**src/psa_pkg.sv**
```systemverilog
`default_nettype none

package psa_pkg;

  localparam int NUM_POOLS = 8;
  localparam int SIZE_BITS = 40;

  localparam int BYTE_W   = 40;
  localparam int ALIGN_W  = 32;
  localparam int ID_W     = 32;
  localparam int IDX_W    = 3;
  localparam int FUNC_W   = 2;
  localparam int STATUS_W = 3;
  localparam int POOL_W   = (NUM_POOLS > 1) ? $clog2(NUM_POOLS) : 1;

  localparam logic [BYTE_W-1:0] SIZE_MASK =
    (SIZE_BITS >= BYTE_W) ? {BYTE_W{1'b1}} : ({BYTE_W{1'b1}} >> (BYTE_W - SIZE_BITS));

  typedef enum logic [FUNC_W-1:0] {
    FN_DEFINE = 2'd0,
    FN_ALLOC  = 2'd1,
    FN_FREE   = 2'd2,
    FN_QUERY  = 2'd3
  } func_t;

  typedef enum logic [STATUS_W-1:0] {
    ST_OK        = 3'd0,
    ST_IGNORED   = 3'd1,
    ST_NOSPACE   = 3'd2,
    ST_NOTNEWEST = 3'd3,
    ST_ZEROALIGN = 3'd4
  } status_t;

  typedef struct packed {
    logic [BYTE_W-1:0]  capacity;
    logic [BYTE_W-1:0]  free_space;
    logic [ALIGN_W-1:0] alignment;
    logic [ID_W-1:0]    next_id;
    logic [BYTE_W-1:0]  peak_used;
    logic [ALIGN_W-1:0] peak_align;
    logic               opened;
  } pool_t;

  typedef struct packed {
    logic              en;
    logic [POOL_W-1:0] idx;
    pool_t             data;
  } pool_wr_t;

endpackage

`default_nettype wire

```
**src/psa_pool_bank.sv**
```systemverilog
`default_nettype none

module psa_pool_bank import psa_pkg::*; (
  input  wire logic              clk,
  input  wire logic              rst,
  input  wire logic [POOL_W-1:0] rd_idx,
  output pool_t                  rd,
  input  wire pool_wr_t          wr,
  output logic                   all_empty
);

  pool_t                pools [NUM_POOLS];
  logic [NUM_POOLS-1:0] held;
  logic [NUM_POOLS-1:0] held_after;
  logic                 wr_held;

  assign rd      = pools[rd_idx];
  assign wr_held = wr.data.opened && (wr.data.free_space != wr.data.capacity);

  always_comb begin
    held_after = held;
    if (wr.en) begin
      held_after[wr.idx] = wr_held;
    end
  end

  assign all_empty = ~|held_after;

  always_ff @(posedge clk) begin
    if (rst) begin
      pools <= '{default: '0};
      held  <= '0;
    end else if (wr.en) begin
      pools[wr.idx] <= wr.data;
      held[wr.idx]  <= wr_held;
    end
  end

endmodule

`default_nettype wire

```
**config.mk**
```make
export PLATFORM = sky130hd
export DESIGN_NAME = psa_pool_bank
export DESIGN_NICKNAME = d
export VERILOG_FILES = /design/src/psa_pkg.sv /design/src/psa_pool_bank.sv
export SDC_FILE = /design/constraint.sdc
export NUM_CORES = 2
export LEC_CHECK = 0
export ABC_AREA = 0
export BUFFER_PORTS_ARGS = -buffer_cell sky130_fd_sc_hd__buf_2
export CORE_ASPECT_RATIO = 0.75
export CORE_MARGIN = 8
export CORE_UTILIZATION = 30
export DETAILED_ROUTE_END_ITERATION = 10
export HOLD_SLACK_MARGIN = 0.12
export MAX_ROUTING_LAYER = met4
export PLACE_DENSITY = 0.44
export SLEW_MARGIN = 10
export SYNTH_ARGS = -nofsm -noshare
export SYNTH_HDL_FRONTEND = slang
export SYNTH_SLANG_ARGS = --single-unit
```
**constraint.sdc**
```tcl
create_clock -name clk -period 1.9 [get_ports clk]
set_input_delay 0.19 -clock clk [delete_from_list [all_inputs] [get_ports clk]]
set_output_delay 0.19 -clock clk [all_outputs]
set_load 0.01 [all_outputs]
```
-- Yosys cells after proc, flatten, opt, wreduce, memory -nomap -nowiden
Cells that the tools add are included.
- add/sub/neg operators: 0
- multiply operators: 0
- div/mod/pow operators: 0
- order comparisons: 5
- equality and inequality tests: 1
- shift-type cells: 0
- muxes and demuxes: 10
- bitwise operators: 2
- reduce and logical (&&, ||, !) cells: 5
- operator list (operator ; count):
    bitwise mux 1736 bit ; 1
    binary-select mux 217 bit (select 3 bit) ; 1
    demux 217 bit (select 3 bit) ; 1
    2-to-1 mux 217 bit ; 3
    != test 40 bit ; 1
    bitwise mux 8 bit ; 1
    greater-or-equal comparator 4 bit (second input constant) ; 2
    2-to-1 mux 8 bit ; 1
    inverter 3 -> 4 bit ; 2
    OR reduction 8 bit ; 1
    less-than comparator 3 x 4 -> 1 bit (second input constant) ; 1
    less-than comparator 4 x 1 -> 1 bit (second input constant) ; 1
    demux 1 bit (select 3 bit) ; 1
    greater-or-equal comparator 3 x 1 -> 1 bit (second input constant) ; 1
    logical AND 1 bit ; 3
    zero test 1 bit ; 1
    2-to-1 mux 1 bit ; 1
- bits in registers: 1744
- latch bits: 0
- memory bits (writable): 0
- ROM bits: 0
- logic and storage cells: 80
- memories: 0

-- Longest topological paths before layout
- depth after elaboration: 8
- depth in mapped cells: 8
- mapped depth without buffers: 5

-- Worst setup path after synthesis
Ideal clock, no wire load.
- kind: input port to output port
- from: input rd_idx[0]
- to: output rd[0] (netlist bit)
- data arrival time: 1.602 ns
- data required time: 1.710 ns
- path slack: 0.108 ns
- stages: 5
- path buffers: 3
- path through: buf_2 -> buf_2 -> buf_2 -> mux4_2 -> mux2_2
- RTL lines (item ; RTL line ; RTL):
    start: declaration ; psa_pool_bank.sv:6 ; input wire logic [POOL_W-1:0] rd_idx,
    end: declaration ; psa_pool_bank.sv:7 ; output pool_t rd,

-- Worst setup path in the final report
- from: input wr[140] (netlist bit)
- to: output all_empty
- cells in the longest elaborated chain, start to end: 6
- ends and longest elaborated chain (item ; RTL line ; RTL):
    start: declaration ; psa_pool_bank.sv:8 ; input wire pool_wr_t wr,
    != test 40 bit ; psa_pool_bank.sv:18 ; assign wr_held = wr.data.opened && (wr.data.free_space != wr.data.capacity);
    logical AND 1 bit ; psa_pool_bank.sv:18 ;
    bitwise mux 8 bit ; psa_pool_bank.sv:23 ; held_after[wr.idx] = wr_held;
    2-to-1 mux 8 bit ; psa_pool_bank.sv:22 ; if (wr.en) begin
    OR reduction 8 bit ; psa_pool_bank.sv:27 ; assign all_empty = ~|held_after;
    zero test 1 bit ; psa_pool_bank.sv:27 ;
    end: declaration ; psa_pool_bank.sv:9 ; output logic all_empty
No other way between the ends.

==> metrics <==
drt wl/cell approximately 23 um; pwr dens between 800 and 900 nW/um2; Skew-Pair Late Insertion Delay about 0.82 ns; slew at the pin closest to its max-slew limit between 0.8 and 0.9 ns; clock power share 0.460; critical path class primary input to output pin; unrepaired setup endpoints after global routing yes; mapped cell area between 70000 and 80000 um2; Root Driver clkbuf_16; Synth area leader dfxtp_1; Slew Viols, Final 0; clk_skew 0 ns; CTS tree built; Port Buffers ~440; residual DRC count 0; Mean Syn Cell Area between 8 and 9 um2; Avg Vias per Cell 5.062; DP HPWL 174300 um; die height between 400 and 500 um; most frequent cells in the layout nand2_1, a21oi_1, dfxtp_1; Leakage roughly 33 nW; CP Data Required Time about 1.7 ns; initial antenna violation count 24; worst path arrival time between 2 and 2.5 ns; drt total wl around 280000 um; Worst slew margin 0.4026; clock tree buffer depth 4; Seq/Total Area, Yosys 0.4734; Internal Pwr Total about 63 mW; Via Count approximately 63000; crit start category primary input; CP Capture Type output pin; Worst IR Drop VDD approximately 0.00080 V; MaxCap Viol Count 0; cell at the slowest stage of the critical path nor4_4; Syn Nets slightly below 9000; FF+latch count, synth roughly 1700; layout cells sized above 1 0.2342; switching pwr 21.02 mW; Setup Total Neg Slack -72.86 ns; # clock sinks approximately 1700; gr usage total 0.2124; top cell type's share of synthesized area 0.4734; synth top area cells dfxtp_1, nand2_1, mux4_2; Routed Antenna Nets 0; Layout area overhead 27.40%; total CTS buffers around 200; most common cell after layout, fill and taps aside nand2_1; die extent in x 588.5 um; CP top delay family simple AND/OR/NAND/NOR gates; Fmax approximately 430 MHz; routability cong. around 0.8; Buf+Inv Stages, Crit Path 4; minimum clock period between 2 and 2.5 ns; Comb power frac 0.091; slowest stage delay, CP around 0.4 ns; vias in the first global route about 62000; Critical Path Fanout Max 2; overall die area ~260000 um2; Setup Viol. Count Final 218; Switching Share 0.2501; Cell Rows 157; detailed router's first-iteration violation count around 5400; Syn Inst Count 8631; worst path cell trace buf_2, xor2_2, nor4_4, buf_4, nand4_1, nor4_4, buf_4, o211a_4, buf_6; total power between 80 and 90 mW; FF-to-FF setup slack between 0.7 and 0.8 ns; Setup WS post-layout -0.4173 ns; H-tree depth 4; IO Count approximately 440; CTS clk-pin slew, worst paths roughly 0.060 ns; drt pass-1 iters 5; synth unique cells 29; Hold Crit Class primary input to register; failing checks setup timing; outcome finished with violations; Core Area approximately 240000 um2; pin count of the biggest net entering global routing about 110; Initial Utilization 0.3020; Final Hold Viols 0; global route overflow 0; post-route core utilization 0.3848; synth warn 0; Tcrit/Tclk final 1.220; first-pass GRT wire length between 400000 and 500000 um; Seq pwr share 0.449; Hold WS ~0.21 ns; Final #Nets 9327
## area by class of cell
cell class	count	area [um2]
Antenna cell	16	40.04
Clock buffer	287	5768
Clock inverter	61	681.9
Fill cell	24280	150200
Multi-Input combinational cell	5969	35700
Sequential cell	1744	35200
Tap cell	3259	4078
Timing Repair Buffer	1190	12480
## routing by layer
metal	global-route usage	vias to the layer above	routed length [um]
li1	-	29660	-
met1	0.2814	31600	126800
met2	0.3473	1754	134400
met3	0.02522	395	14230
met4	0.05233	0	6868
met5	-	-	0
## power groups by stage
stage                     combinational (mW)  clock, mW  sequential, mW
after detailed placement                6.91          0            38.5
after floorplan                         3.95          0            38.4
final                                   7.68       38.6            37.7
after CTS                               7.69       39.7            37.7
after global placement                  6.85          0            38.5
after global routing                    8.19       41.2            37.8
## Yosys cell counts
cell      count
dfxtp_1    1744
clkbuf_2      3
nor4_4        1
a22o_1        1
a21oi_1    1736
nand3b_1      7
buf_4       102
xnor2_1       8
o211a_1       1
mux2_2      217
a22oi_1       1
nand4_1       5
xor2_1       32
nor3_1        2
o21ai_0       7
o22ai_1       1
a221oi_1      1
clkbuf_1    564
nor4_1        8
mux4_2      434
nand3_1       4
nand2b_1      3
nand2_1    3488
nor2_1        7
buf_1        29
and3_1        1
nor2b_1       4
buf_6         6
buf_2       214
## flip-flops by register name, summed over array words and instances (netlist names)
signal and cells:
pools 1736, held 8
## worst register-to-register path: cells and delay by family, from the launching register on
kind	cells	cell delay, ns
DFF	1	0.33
AOI/OAI and AO/OA	1	0.15
and+or+nand+nor	1	0.05
buffers and inverters	1	0.56
## what timing repair did
| item | CTS | global route |
|---|---|---|
| hold endpoints to repair | 1744 | 2 |
| setup buffers | 2 | 10 |
| resized for setup | 548 | 211 |
| hold buffers | 242 | 1 |
| gates cloned | 0 | 3 |
| pin swaps | 7 | 8 |
| endpoints found under the setup margin | 218 | 344 |
## through the flow
step / cells / instance area (um2) / setup slack [ns]
4_1_cts: 12500 / 93420 / -0.6018
3_5_place_dp: 11910 / 82310 / -0.9571
3_3_place_gp: 11910 / 82310 / -1.010
6_report: 12530 / 93960 / -0.4173
2_1_floorplan: 8631 / 73750 / 0.1077
5_1_grt: 12530 / 93950 / -0.4850
## kinds of logic (layout without fill, tap and decap cells)
| group | count (synthesis) | count (layout) | share of synthesized area |
|---|---|---|---|
| compound gates | 1748 | 1748 | 0.1188 |
| xor+xnor | 40 | 40 | 0.004751 |
| buf+inv | 918 | 1538 | 0.05621 |
| flops | 1744 | 1744 | 0.4734 |
| mux | 651 | 651 | 0.1657 |
| other cells | 0 | 16 | 0 |
| simple gates | 3530 | 3530 | 0.1811 |
## worst paths after layout
| check | from | end | cells after the start |
|---|---|---|---|
| worst max register to register | pools[503] | pools[503] | 3 |
| worst max-delay path | wr[140] | all_empty | 9 |
| worst min-delay path | wr[33] | pools[901] | 4 |
| worst min register to register | pools[356] | pools[356] | 2 |
Note: power is estimated with default switching activity, not from simulation.
