## config.mk

```make
export PLATFORM = sky130hd
export DESIGN_NAME = psa_div
export DESIGN_NICKNAME = d
export VERILOG_FILES = /design/src/psa_pkg.sv /design/src/psa_div.sv
export SDC_FILE = /design/constraint.sdc
export NUM_CORES = 1
export LEC_CHECK = 0
export BUFFER_PORTS_ARGS = -buffer_cell sky130_fd_sc_hd__buf_2
export CAP_MARGIN = 30
export CORE_ASPECT_RATIO = 1.75
export CORE_UTILIZATION = 60
export CTS_CLUSTER_SIZE = 40
export DETAILED_ROUTE_END_ITERATION = 16
export GPL_TIMING_DRIVEN = 0
export PLACE_DENSITY = 0.83
export SYNTH_ARGS = -nofsm -noshare
export SYNTH_HDL_FRONTEND = slang
export SYNTH_SLANG_ARGS = --single-unit
```

## constraint.sdc

```tcl
create_clock -name clk -period 9 [get_ports clk]
set_clock_uncertainty 0.15 [all_clocks]
set_input_delay 1.35 -clock clk [delete_from_list [all_inputs] [get_ports clk]]
set_output_delay 1.35 -clock clk [all_outputs]
set_load 0.01 [all_outputs]
```

## src/psa_pkg.sv

```systemverilog
`default_nettype none

package psa_pkg;

  localparam int NUM_POOLS = 8;
  localparam int SIZE_BITS = 40;

  localparam int BYTE_W   = 40;
  localparam int ALIGN_W  = 32;
  localparam int ID_W     = 32;
  localparam int IDX_W    = 3;
  localparam int FUNC_W   = 2;
  localparam int STATUS_W = 3;
  localparam int POOL_W   = (NUM_POOLS > 1) ? $clog2(NUM_POOLS) : 1;

  localparam logic [BYTE_W-1:0] SIZE_MASK =
    (SIZE_BITS >= BYTE_W) ? {BYTE_W{1'b1}} : ({BYTE_W{1'b1}} >> (BYTE_W - SIZE_BITS));

  typedef enum logic [FUNC_W-1:0] {
    FN_DEFINE = 2'd0,
    FN_ALLOC  = 2'd1,
    FN_FREE   = 2'd2,
    FN_QUERY  = 2'd3
  } func_t;

  typedef enum logic [STATUS_W-1:0] {
    ST_OK        = 3'd0,
    ST_IGNORED   = 3'd1,
    ST_NOSPACE   = 3'd2,
    ST_NOTNEWEST = 3'd3,
    ST_ZEROALIGN = 3'd4
  } status_t;

  typedef struct packed {
    logic [BYTE_W-1:0]  capacity;
    logic [BYTE_W-1:0]  free_space;
    logic [ALIGN_W-1:0] alignment;
    logic [ID_W-1:0]    next_id;
    logic [BYTE_W-1:0]  peak_used;
    logic [ALIGN_W-1:0] peak_align;
    logic               opened;
  } pool_t;

  typedef struct packed {
    logic              en;
    logic [POOL_W-1:0] idx;
    pool_t             data;
  } pool_wr_t;

endpackage

`default_nettype wire

```

## src/psa_div.sv

```systemverilog
`default_nettype none

module psa_div import psa_pkg::*; (
  input  wire logic               clk,
  input  wire logic               rst,
  input  wire logic               start,
  input  wire logic [BYTE_W-1:0]  dividend,
  input  wire logic [ALIGN_W-1:0] divisor,
  output logic                    busy,
  output logic                    done,
  output logic [ALIGN_W-1:0]      remainder
);

  localparam int CNT_W = $clog2(BYTE_W);

  logic [CNT_W-1:0]   cnt;
  logic [BYTE_W-1:0]  dvd;
  logic [ALIGN_W-1:0] dsr;
  logic [ALIGN_W:0]   trial;
  logic               fits;

  assign trial = {remainder, dvd[BYTE_W-1]};
  assign fits  = trial >= {1'b0, dsr};

  always_ff @(posedge clk) begin
    if (rst) begin
      busy <= 1'b0;
      done <= 1'b0;
      cnt  <= '0;
    end else begin
      done <= 1'b0;
      if (start) begin
        busy <= 1'b1;
        cnt  <= '0;
      end else if (busy) begin
        cnt <= cnt + CNT_W'(1);
        if (cnt == CNT_W'(BYTE_W - 1)) begin
          busy <= 1'b0;
          done <= 1'b1;
        end
      end
    end
  end

  always_ff @(posedge clk) begin
    if (start) begin
      remainder <= '0;
      dvd       <= dividend;
      dsr       <= divisor;
    end else if (busy) begin
      remainder <= fits ? ALIGN_W'(trial - {1'b0, dsr}) : trial[ALIGN_W-1:0];
      dvd       <= dvd << 1;
    end
  end

endmodule

`default_nettype wire

```

Word-level counts from Yosys, hierarchy flattened
Cells that the tools add are included.
- bits in registers: 112
- input port bits: 75
- output and inout port bits: 34
- word-level logic and storage cells: 21
- add/sub/neg operators: 2
- $lt $le $gt $ge: 1
- equal/unequal tests: 1
- muxes and demuxes: 7
- bitwise logic cells: 1
- reductions and logical operators: 3
- operator list (kind ; count):
    2-to-1 mux 40 bit ; 2
    >= comparator 33 x 32 -> 1 bit ; 1
    2-to-1 mux 32 bit ; 1
    subtractor 32 bit ; 1
    adder 6 x 1 -> 6 bit, second input constant ; 1
    equality test 6 bit, second input constant ; 1
    2-to-1 mux 1 bit ; 4
    OR reduction 3 bit ; 1
    nonzero test 2 bit ; 1
    OR reduction 2 bit ; 1
    inverter 1 bit ; 1

Longest topological paths before layout
Gate-level depths: netlist of the first run.
- word-level depth: 4
- gate-level depth with buffers: 13
- depth with buffers taken out: 12

Worst setup path after synthesis of the first run
Ideal clock, no wire load.
- path type: in2reg
- start point: input port start
- end point: register dvd[0] (enable)
- setup time: 0.398 ns
- arrival: 2.635 ns
- required time: 8.452 ns
- slack: 5.817 ns
- stages: 3
- path buffers: 1
- cell sequence: clkbuf_1 > inv_1 > nand2_1
- longest elaborated chain between the ends: 1
- ends and longest elaborated chain (item ; RTL line ; RTL):
    from (decl) ; psa_div.sv:6 ; input wire logic start,
    nonzero test 2 bit (no line) ; - ;
    to (signal assigned) ; psa_div.sv:48 ; dvd <= dividend;
    to (signal assigned) ; psa_div.sv:52 ; dvd <= dvd << 1;
    to (decl) ; psa_div.sv:17 ; logic [BYTE_W-1:0] dvd;
Every way passes these cells.
A chain may end at the register's enable or synchronous reset.

Worst setup path after layout of the first run
- start point: input port start
- end point: register dvd[21] (enable)
The elaborated chain is that of the path after synthesis.

==> results.tsv, run 1 <==
stage	metric	value	unit
cts	Skew-Pair Late Insertion Delay	360	ps
setup_path	reg2reg path depth	11	
logic_synthesis	Yosys top cell area share	0.339	
logic_synthesis	Post-Syn Area	6370	um^2
cells_and_area	commonest non-fill, non-tap cell in the layout	buf_2	
floorplanning	I/O pin count	109	
sta	min Tclk post-route	3790	ps
logic_synthesis	Synth area leaders	edfxtp_1 (34%), dfxtp_1 (13%), mux2_2 (6.9%), ha_1 (6.5%), nand2_1 (3.6%)	
cts	CTS tree	built	
setup_path	R2R Setup Slk	5680	ps
setup_path	CP Data Required Time	8830	ps
drt	Residual DRC	0	
run_status	status	completed	
logic_synthesis	sequential share of the synthesized area	0.465	
power	Leak	3.12	nW
cts	setup bufs post-CTS	0	
cts	CTS Sinks	112	
drt	first-iteration detailed-routing DRC count	265	
logic_synthesis	cells after synthesis	613	
floorplanning	Die X	79.9	um
placed_design	GPL Wtd Cong	0.928	
sta	post-route setup slack	5210	ps
drt	wirelength, routed	16.3	mm
logic_synthesis	ys async rst share	0	
logic_synthesis	yosys warns	0	
cts	Clock Tree Root	clkbuf_16	
grt	first-pass GRT wire length	26.3	mm
logic_synthesis	main flop type after synthesis	edfxtp_1	
worst_hold_path	WHS Endpoint	cnt[5]$_SDFFE_PP0P_	
setup_path	Setup CP Type	in -> reg	
power	Overall Power	1.37	mW
drt	vias per cell	6.10	
drt	vias	5270	
cells_and_area	layout cells sized above 1	0.275	
worst_hold_path	Hold Path Origin	cnt[5]$_SDFFE_PP0P_	
sta	Final Setup Violations	0	
grt	initial antenna violation count	0	
floorplanning	Initial Utilization	0.618	
logic_synthesis	number of flops mapped to enable cells by yosys	72	
cells_and_area	Final nets	841	
cells_and_area	highest-count cells in the layout ignoring fill and taps	buf_2 (110), edfxtp_1 (72), nand2_1 (60), inv_1 (45), nor2_1 (45)	
setup_path	reg2reg start	remainder[21]$_SDFFE_PP0P_	
cts	Bufs on Longest Clock Path	2	
cells_and_area	n_diodes	0	
power	maximum vdd drop	0.000147	V
power	Pwr per Cell Area	185	nW/um^2
cts	CTS Hold Buffers Added	0	
cells_and_area	P&R area growth vs syn	15.8	%
floorplanning	Die ar.	11000	um^2
logic_synthesis	syn_nets	722	
sta	unrepaired setup endpoints after global routing	false	
cells_and_area	final core utilization	0.716	
worst_hold_path	Hold Path Class	reg -> reg	
drt	DRT Pass-1 Iters	4	
setup_path	startpoint types	primary input	
placed_design	dpl hpwl	11.9	mm
logic_synthesis	FF+latch count, synth	112	
grt	vias in the first global route	5489	
grt	GRT Resource Usage Total	0.311	
logic_synthesis	leading area contributor after synthesis	edfxtp_1	
floorplanning	Die Y	138	um
worst_hold_path	worst hold path cell count	2	
grt	global route overflow	0	
flow_run	max_cap viols	0	
sta	Hold Fails Final Rpt	0	
placed_design	dpl ws	4810	ps
logic_synthesis	Post-Syn Area per Cell	10.4	um^2
placed_design	IO Port Bufs	108	
floorplanning	Placeable Area	10300	um^2
floorplanning	# rows	49	
cts	Reg clk slew, reported paths	80	ps
logic_synthesis	post-synthesis cell type count	65	
setup_path	CP Capture Type	register	
setup_path	r2r endpoint	remainder[20]$_SDFFE_PP0P_	
sta	fin crit share	0.421	
sta	Max Clk Rate	264	MHz
drt	DR WL/cell	18.8	um
setup_path	Worst EP arrival	3620	ps
cts	PostCTS Resize Cnt	0	
sta	fin. max-slew vios	0	
sta	relative slew slack	0.396	
drt	Post-DRT Antenna Nets	0	
cts	CTS buffer count	9	
sta	setup TNS	0	ps
setup_path	crit-path max FO	40	
grt	largest net degree at the start of global routing	41	
sta	Hold Worst Slack	363	ps
sta	Worst-Margin Slew	903	ps
cts	Clock H-tree levels	3	
==> metrics by stage <==
stage                     std cells  cell area (um^2)
after CTS                       864              7380
after global routing            864              7380
after detailed placement        848              7070
final                           864              7380
after floorplan                 613              6370
after global placement          848              7070
==> critical path, stage by stage <==
cell,delay [ps]
buf_2,650
clkbuf_1,550
inv_1,300
nand2_2,740
==> flip-flops by register name (all words and copies together), names as in the netlist <==
signal and flops:
remainder 32, dvd 40, dsr 32, cnt 6
done 1, busy 1
==> worst max path at each step <==
stage	startpoint	to	slack, ps	cells after the start
2_1_floorplan	start	dvd[0]$_SDFFCE_PN0P_	5820	3
3_3_place_gp	start	dvd[37]$_DFFE_PP_	4420	4
3_5_place_dp	start	dvd[36]$_DFFE_PP_	4810	4
4_1_cts	start	dvd[21]$_DFFE_PP_	5190	4
5_1_grt	start	dvd[21]$_DFFE_PP_	5070	4
6_report	start	dvd[21]$_DFFE_PP_	5210	4
==> layout make-up <==
class	count	area [um^2]
multi-input combinational	431	3110
sequential	112	2960
fill	775	2920
timing repair buffer	108	541
inverter	45	169
clock buffer	9	225
buffer	25	130
tap	127	159
clock inverter	7	81.3
==> Yosys cell counts, types with 9 or more instances <==
library cell / n
edfxtp_1: 72
nand2_1: 61
inv_1: 45
nor2_1: 45
a21oi_1: 40
dfxtp_1: 40
mux2_2: 39
ha_1: 33
o21ai_0: 25
clkbuf_1: 18
xnor2_1: 16
a21o_1: 11
a311oi_1: 11
a311oi_2: 11
nand2_2: 11
xor2_1: 11
nand3_1: 9
==> per-layer routing <==
metal,up-vias,track usage,routed length [um]
met5,-,0,0
met4,0,0.164,730
met3,58,0.0574,765
met2,206,0.561,8800
met1,2514,0.335,5980
li1,2492,-,-
==> power by group <==
group / switching, mW / leakage (nW) / internal, mW / total (mW)
logic: 0.199 / 1.92 / 0.136 / 0.335
clock network: 0.210 / 0.150 / 0.200 / 0.410
registers: 0.0239 / 1.04 / 0.596 / 0.620
==> cells by family (layout without fill, tap and decap cells) <==
logic type,after synthesis,count (layout),share of synthesized area
buf+inv,70,194,0.0469
mux,40,40,0.0705
simple gates,180,180,0.137
compound gates,150,150,0.175
fa+ha+maj,34,34,0.0680
flops,112,112,0.465
xor+xnor,27,27,0.0371
Note: power is estimated with default switching activity, not from simulation.
==> run 2, diff against run 1 <==
--- a/config.mk
+++ b/config.mk
@@ -5,14 +5,15 @@
 export SDC_FILE = /design/constraint.sdc
 export NUM_CORES = 1
 export LEC_CHECK = 0
+export ABC_AREA = 1
 export BUFFER_PORTS_ARGS = -buffer_cell sky130_fd_sc_hd__buf_2
 export CAP_MARGIN = 30
 export CORE_ASPECT_RATIO = 1.75
-export CORE_UTILIZATION = 60
+export CORE_UTILIZATION = 58
 export CTS_CLUSTER_SIZE = 40
 export DETAILED_ROUTE_END_ITERATION = 16
 export GPL_TIMING_DRIVEN = 0
-export PLACE_DENSITY = 0.83
+export PLACE_DENSITY = 0.8
 export SYNTH_ARGS = -nofsm -noshare
 export SYNTH_HDL_FRONTEND = slang
 export SYNTH_SLANG_ARGS = --single-unit
==> constraint.sdc (replaced) <==
create_clock -name clk -period 3.9 [get_ports clk]
set_clock_uncertainty 0.15 [all_clocks]
set_input_delay 0.585 -clock clk [delete_from_list [all_inputs] [get_ports clk]]
set_output_delay 0.585 -clock clk [all_outputs]
set_load 0.01 [all_outputs]
==> run 2 against run 1 <==
  * Sequential power is 120% higher
  * Count of clock-buffer cells in the layout stayed put
  * Non-clock buffer count stayed put
  * Global-route usage is 0.41 points lower
  * Critical endpoint is now remainder[28]$_SDFFE_PP0P_
==> results.tsv, run 2 <==
stage	metric	value	unit	change
sta	relative slew slack	0.426		+0.0301
floorplanning	# rows	53		+8.2%
logic_synthesis	syn_nets	1142		+58%
cts	setup bufs post-CTS	0		unchanged
logic_synthesis	number of flops mapped to enable cells by yosys	72		unchanged
grt	global route overflow	0		unchanged
drt	first-iteration detailed-routing DRC count	333		+26%
placed_design	placed cell count	1307		+54%
logic_synthesis	Synth area leaders	edfxtp_1 (30%), nand2_1 (22%), dfxtp_1 (11%), inv_1 (9.4%), ha_1 (5.7%)		
cells_and_area	highest-count cells in the layout ignoring fill and taps	nand2_1 (432), inv_1 (181), buf_2 (112), nand3_1 (77), edfxtp_1 (72)		
cells_and_area	Reg with most FFs	dvd		
floorplanning	Initial Utilization	0.598		-0.0200
grt	vias in the first global route	6581		+20%
sta	Final Setup Violations	0		unchanged
placed_design	GPL Wtd Cong	0.967		+4.1%
flow_run	max_cap viols	0		unchanged
floorplanning	Die X	86.4	um	+8.1%
logic_synthesis	FF+latch count, synth	112		unchanged
grt	largest net degree at the start of global routing	40		-2.4%
power	Seq pwr share	0.518		+0.064
logic_synthesis	most common cell in the netlist	nand2_1		
power	sw power	0.721	mW	+67%
setup_path	CP Capture Type	register		
logic_synthesis	Yosys top cell area share	0.299		-0.0401
logic_synthesis	cells after synthesis	1033		+69%
sta	fin crit share	0.687		
power	Overall Power	2.64	mW	+93%
floorplanning	I/O pin count	109		unchanged
cells_and_area	commonest non-fill, non-tap cell in the layout	nand2_1		
drt	vias	6711		+27%
logic_synthesis	Post-Syn Area	7220	um^2	+13%
sta	Worst-Margin Slew	862	ps	-41.9 ps
logic_synthesis	leading area contributor after synthesis	edfxtp_1		
power	Comb pwr share	0.116		-0.129
sta	Hold Fails Final Rpt	0		unchanged
sta	min Tclk post-route	2680	ps	
power	clock network power share	0.365		+0.065
cells_and_area	fill cell count	1155		+49%
power	maximum vdd drop	0.000277	V	+89%
drt	Post-DRT Antenna Nets	0		unchanged
grt	GRT Resource Usage Total	0.307		-0.00406
logic_synthesis	main flop type after synthesis	edfxtp_1		
placed_design	dpl ws	850	ps	-3960 ps
cts	CTS Hold Buffers Added	0		unchanged
run_status	status	completed		
placed_design	dpl hpwl	15.0	mm	+25%
cts	PostCTS Resize Cnt	0		unchanged
cells_and_area	final non-filler cell total	1323		+53%
drt	DR WL/cell	14.2	um	-24%
power	Pwr per Cell Area	318	nW/um^2	+72%
worst_hold_path	Hold Path Class	in -> reg		
logic_synthesis	Synth top cells by count	nand2_1 (432), inv_1 (181), nand3_1 (77)		
power	Int Power	1.92	mW	+110%
cts	Clock Tree Root	clkbuf_16		
placed_design	IO Port Bufs	108		unchanged
placed_design	placed instance area	7990	um^2	+13%
cts	Bufs on Longest Clock Path	2		unchanged
setup_path	CP Data Required Time	4020	ps	-4810 ps
cts	Skew-Pair Late Insertion Delay	360	ps	about the same
setup_path	CP Cell Sequence	inv_1 -> ha_1 -> inv_1 -> fa_1 -> nand3_1 -> nand3_1 -> nand2_1 -> nand2_1 -> nand2_1 -> nand2_1 -> nand2_1 -> nand2_1 -> nand2_1 -> nand3_2 -> nand2_1 -> nand2_1		
cells_and_area	layout cells sized above 1	0.144		-0.131
drt	DRT Pass-1 Iters	7		+3
drt	Residual DRC	0		unchanged
cts	CTS Sinks	112		unchanged
cells_and_area	max reg flops	40		unchanged
logic_synthesis	sequential share of the synthesized area	0.410		-0.0549
logic_synthesis	Post-Syn Area per Cell	6.99	um^2	-33%
floorplanning	Placeable Area	12100	um^2	+17%
logic_synthesis	ys async rst share	0		unchanged
cells_and_area	fin area	8300	um^2	+12%
setup_path	CP max-delay cell	fa_1		
cells_and_area	Final nets	1262		+50%
cts	CTS tree	built		
drt	wirelength, routed	18.9	mm	+16%
setup_path	Worst EP arrival	2790	ps	-830 ps
cells_and_area	n_diodes	0		unchanged
power	Switching Fraction	0.273		-0.0436
floorplanning	Die Y	150	um	+8.2%
cells_and_area	Top Registers	dvd x40, dsr x32, remainder x32		
sta	unrepaired setup endpoints after global routing	false		
floorplanning	Die ar.	12900	um^2	+17%
logic_synthesis	yosys warns	0		unchanged
setup_path	Largest stage delay, worst path	440	ps	-300 ps
sta	fin. max-slew vios	0		unchanged
setup_path	Bufs and invs on worst path	2		-1
setup_path	Most common cell on crit path	nand2_1		
cts	Clock H-tree levels	3		unchanged
setup_path	Setup CP Type	reg -> reg		
sta	post-route setup slack	1220	ps	-3990 ps
sta	Max Clk Rate	373	MHz	
setup_path	Crit path max-delay family	simple AND/OR/NAND/NOR gates		
drt	vias per cell	5.07		-17%
grt	first-pass GRT wire length	30.0	mm	+14%
power	Leak	4.55	nW	+46%
grt	initial antenna violation count	0		unchanged
cts	CTS buffer count	9		unchanged
cells_and_area	P&R area growth vs syn	14.8	%	
setup_path	startpoint types	register		
setup_path	crit-path max FO	4		-90%
cts	Reg clk slew, reported paths	90	ps	about the same
logic_synthesis	post-synthesis cell type count	35		-46%
run 2: metrics by stage:
stage	hold WS, ps	TNS [ps]	util
final	240	0	0.687
after global routing	231	0	0.687
after CTS	237	0	0.687
after detailed placement	329	0	0.662
after global placement	324	-21580	0.660
after floorplan	308	0	-
run 2: cells by family after synthesis:
family | after synthesis | synth area share
flops | 112 | 0.410
xor+xnor | 14 | 0.0170
simple gates | 619 | 0.365
compound gates | 43 | 0.0322
buf+inv | 211 | 0.116
fa+ha+maj | 34 | 0.0599
run 2: layout make-up:
type	count	area (um^2)	area share
inverter	187	702	0.0846
sequential	112	2960	0.357
clock inverter	7	78.8	0.00950
buffer	24	138	0.0166
tap	165	206	0.0249
timing repair buffer	109	561	0.0676
multi-input combinational	710	3420	0.413
clock buffer	9	225	0.0271
run 2: metal layers:
| metal | vias up | track usage | part of all wire |
|---|---|---|---|
| met3 | 61 | 0.0441 | 0.037 |
| met5 | - | 0 | 0 |
| li1 | 3443 | - | - |
| met2 | 191 | 0.601 | 0.55 |
| met4 | 0 | 0.173 | 0.054 |
| met1 | 3016 | 0.298 | 0.36 |
run 2: power groups by stage:
stage | Combinational [mW] | Sequential (mW) | Clock [mW]
floorplan | 0.199 | 1.39 | 0
global placement | 0.299 | 1.39 | 0
detailed placement | 0.308 | 1.40 | 0
CTS | 0.309 | 1.37 | 0.971
global route | 0.348 | 1.38 | 1.02
finish | 0.307 | 1.37 | 0.964
run 2: worst paths after layout:
kind                                end  slack [ps]  cells past startpoint                start
min                   dsr[15]$_DFFE_PP_         240                      1          divisor[15]
max          remainder[28]$_SDFFE_PP0P_        1220                     16    dvd[39]$_DFFE_PP_
min reg2reg         cnt[1]$_SDFFE_PP0P_         340                      2  cnt[1]$_SDFFE_PP0P_
max reg2reg  remainder[28]$_SDFFE_PP0P_        1220                     16    dvd[39]$_DFFE_PP_
==> run 3, diff against run 2 <==
--- a/config.mk
+++ b/config.mk
@@ -9,11 +9,11 @@
 export BUFFER_PORTS_ARGS = -buffer_cell sky130_fd_sc_hd__buf_2
 export CAP_MARGIN = 30
 export CORE_ASPECT_RATIO = 1.75
-export CORE_UTILIZATION = 58
+export CORE_UTILIZATION = 52
 export CTS_CLUSTER_SIZE = 40
 export DETAILED_ROUTE_END_ITERATION = 16
 export GPL_TIMING_DRIVEN = 0
-export PLACE_DENSITY = 0.8
+export PLACE_DENSITY = 0.76
 export SYNTH_ARGS = -nofsm -noshare
 export SYNTH_HDL_FRONTEND = slang
 export SYNTH_SLANG_ARGS = --single-unit
==> constraint.sdc (replaced) <==
create_clock -name clk -period 2.2 [get_ports clk]
set_clock_uncertainty 0.15 [all_clocks]
set_input_delay 0.33 -clock clk [delete_from_list [all_inputs] [get_ports clk]]
set_output_delay 0.33 -clock clk [all_outputs]
set_load 0.01 [all_outputs]
==> run 3 against run 2 <==
  * Combinational power rose to 2.9 times the previous value
  * Critical path type unchanged
  * First-iteration DRC count increased by 69%
  * Sequential share of layout area fell by 7.0 points
  * Register-to-register slack got worse by 1400 ps
  * Sequential power is 77% higher
  * Clock power up 88%
  * Total power is 94% higher
  * Largest power group unchanged
  * Non-clock buffer count is 86 higher
  * Die area is 11% higher
  * The flow now finishes with violations (setup timing)
  * Count of clock-buffer cells in the layout rose by 1
==> results.tsv, run 3 (synthesis gave the netlist of run 2 again) <==
stage	metric	value	unit	change
sta	Hold Fails Final Rpt	0		unchanged
cts	CTS buffer count	9		unchanged
cells_and_area	highest-count cells in the layout ignoring fill and taps	nand2_1 (341), inv_1 (150), buf_2 (109), edfxtp_1 (72), nand2_2 (67)		
drt	DR WL/cell	17.6	um	+23%
sta	unrepaired setup endpoints after global routing	true		
floorplanning	Initial Utilization	0.537		-0.0616
floorplanning	Placeable Area	13500	um^2	+11%
cts	Skew-Pair Late Insertion Delay	370	ps	about the same
drt	Post-DRT Antenna Nets	0		unchanged
floorplanning	Die Y	158	um	+5.5%
cells_and_area	fill cell count	962		-17%
grt	vias in the first global route	7491		+14%
cells_and_area	n_diodes	0		unchanged
power	Overall Power	5.12	mW	+94%
cells_and_area	max reg flops	40		unchanged
sta	Hold Worst Slack	4.73	ps	-235 ps
placed_design	dpl hpwl	14.9	mm	-0.57%
floorplanning	I/O pin count	109		unchanged
grt	initial antenna violation count	0		unchanged
power	Pwr per Cell Area	494	nW/um^2	+55%
cts	Clock Tree Root	clkbuf_16		
drt	vias	7761		+16%
sta	Final Setup Violations	32		+32
grt	largest net degree at the start of global routing	40		unchanged
setup_path	CP Capture Type	register		
cells_and_area	Final nets	1348		+6.8%
floorplanning	# rows	56		+5.7%
setup_path	startpoint types	register		
setup_path	CP Data Required Time	2320	ps	-1700 ps
cts	CTS Sinks	112		unchanged
cells_and_area	final non-filler cell total	1418		+7.2%
sta	Worst-Margin Slew	646	ps	-215 ps
cts	CTS tree	built		
sta	fin crit share	1.08		+0.397
sta	post-route setup slack	-185	ps	-1410 ps
cells_and_area	P&R area growth vs syn	43.7	%	
power	Leak	5.31	nW	+17%
worst_hold_path	Hold Path Class	in -> reg		
run_status	failing checks	setup timing		
drt	first-iteration detailed-routing DRC count	563		+69%
cells_and_area	layout cells sized above 1	0.364		+0.220
sta	min Tclk post-route	2380	ps	-294 ps
cells_and_area	commonest non-fill, non-tap cell in the layout	nand2_1		
drt	vias per cell	5.47		+7.9%
sta	fin. max-slew vios	0		unchanged
cells_and_area	Reg with most FFs	dvd		
setup_path	Worst EP arrival	2500	ps	-290 ps
cts	Clock H-tree levels	3		unchanged
power	maximum vdd drop	0.000508	V	+83%
setup_path	Setup CP Type	reg -> reg		
drt	Residual DRC	0		unchanged
flow_run	max_cap viols	0		unchanged
drt	wirelength, routed	24.9	mm	+32%
grt	first-pass GRT wire length	34.7	mm	+16%
drt	DRT Pass-1 Iters	9		+2
grt	global route overflow	0		unchanged
sta	Max Clk Rate	419	MHz	+12%
run_status	status	complete, but fails checks		
cts	Reg clk slew, reported paths	90	ps	about the same
placed_design	GPL Wtd Cong	0.989		+2.4%
placed_design	placed cell count	1316		+0.69%
floorplanning	Die X	91.1	um	+5.5%
cts	Bufs on Longest Clock Path	2		unchanged
setup_path	crit-path max FO	5		+1
grt	GRT Resource Usage Total	0.311		+0.00398
cells_and_area	Top Registers	dvd x40, dsr x32, remainder x32		
floorplanning	Die ar.	14400	um^2	+11%
sta	relative slew slack	0.567		+0.142
placed_design	IO Port Bufs	108		unchanged
-- run 3: final cells by class --
type                       count  area (um^2)  area share
clock inverter                 6         88.8     0.00856
buffer                        22          160      0.0154
tap                          174          218      0.0210
multi-input combinational    710         4600       0.444
inverter                     187          708      0.0682
sequential                   112         2980       0.287
clock buffer                  10          229      0.0221
timing repair buffer         197         1400       0.135
-- run 3: through the flow --
stage / utilization / TNS, ps / worst slack, ps / area (um^2)
floorplan: - / 0 / 93.4 / 7220
global placement: 0.593 / -66690 / -998 / 7980
detailed placement: 0.595 / -47540 / -621 / 8000
CTS: 0.719 / -99.5 / -43.0 / 9680
global route: 0.771 / -5210 / -334 / 10400
finish: 0.771 / -2590 / -185 / 10400
-- run 3: path summary, 6_finish.rpt --
check             cells after the start                  startpoint  slack (ps)                          to
hold / removal                        1                 divisor[10]           5           dsr[10]$_DFFE_PP_
setup reg to reg                     17           dsr[18]$_DFFE_PP_        -180  remainder[30]$_SDFFE_PP0P_
hold reg to reg                       2  remainder[23]$_SDFFE_PP0P_         340  remainder[23]$_SDFFE_PP0P_
setup / recovery                     17           dsr[18]$_DFFE_PP_        -180  remainder[30]$_SDFFE_PP0P_
-- run 3: timing repair --
item,CTS,global route
gates resized for setup,166,161
endpoints found under the hold margin,29,1
pin swaps,34,71
hold buffers,29,1
setup buffers,29,26
setup endpoints to repair,73,72
gates cloned,5,1
-- run 3: report_power, final --
part           switching [mW]  total (mW)  internal, mW  leakage [nW]
clock                   0.894        1.81         0.917         0.153
combinational           0.501       0.878         0.377          4.11
sequential             0.0471        2.43          2.39          1.05
-- run 3: critical path, cell delays in order, from the launching register on --
cell      delay, ps
edfxtp_1        400
inv_2            90
ha_4            230
nand2_4          70
nand2_2          80
nand2_2          70
nand2_2          80
a21oi_4         160
nor2_4           50
nor2_4          160
buf_6           160
buf_12          120
buf_8           110
nand3_2          80
nand2_2          70
clkinv_2         70
nand2_2          80
nand2_1          50
-- run 3: per-layer routing --
metal,part of all wire,global-route usage,routed length (um)
met1,0.33,0.300,8290
met2,0.52,0.587,12900
met3,0.067,0.0476,1660
met5,0,0,0
met4,0.086,0.241,2130
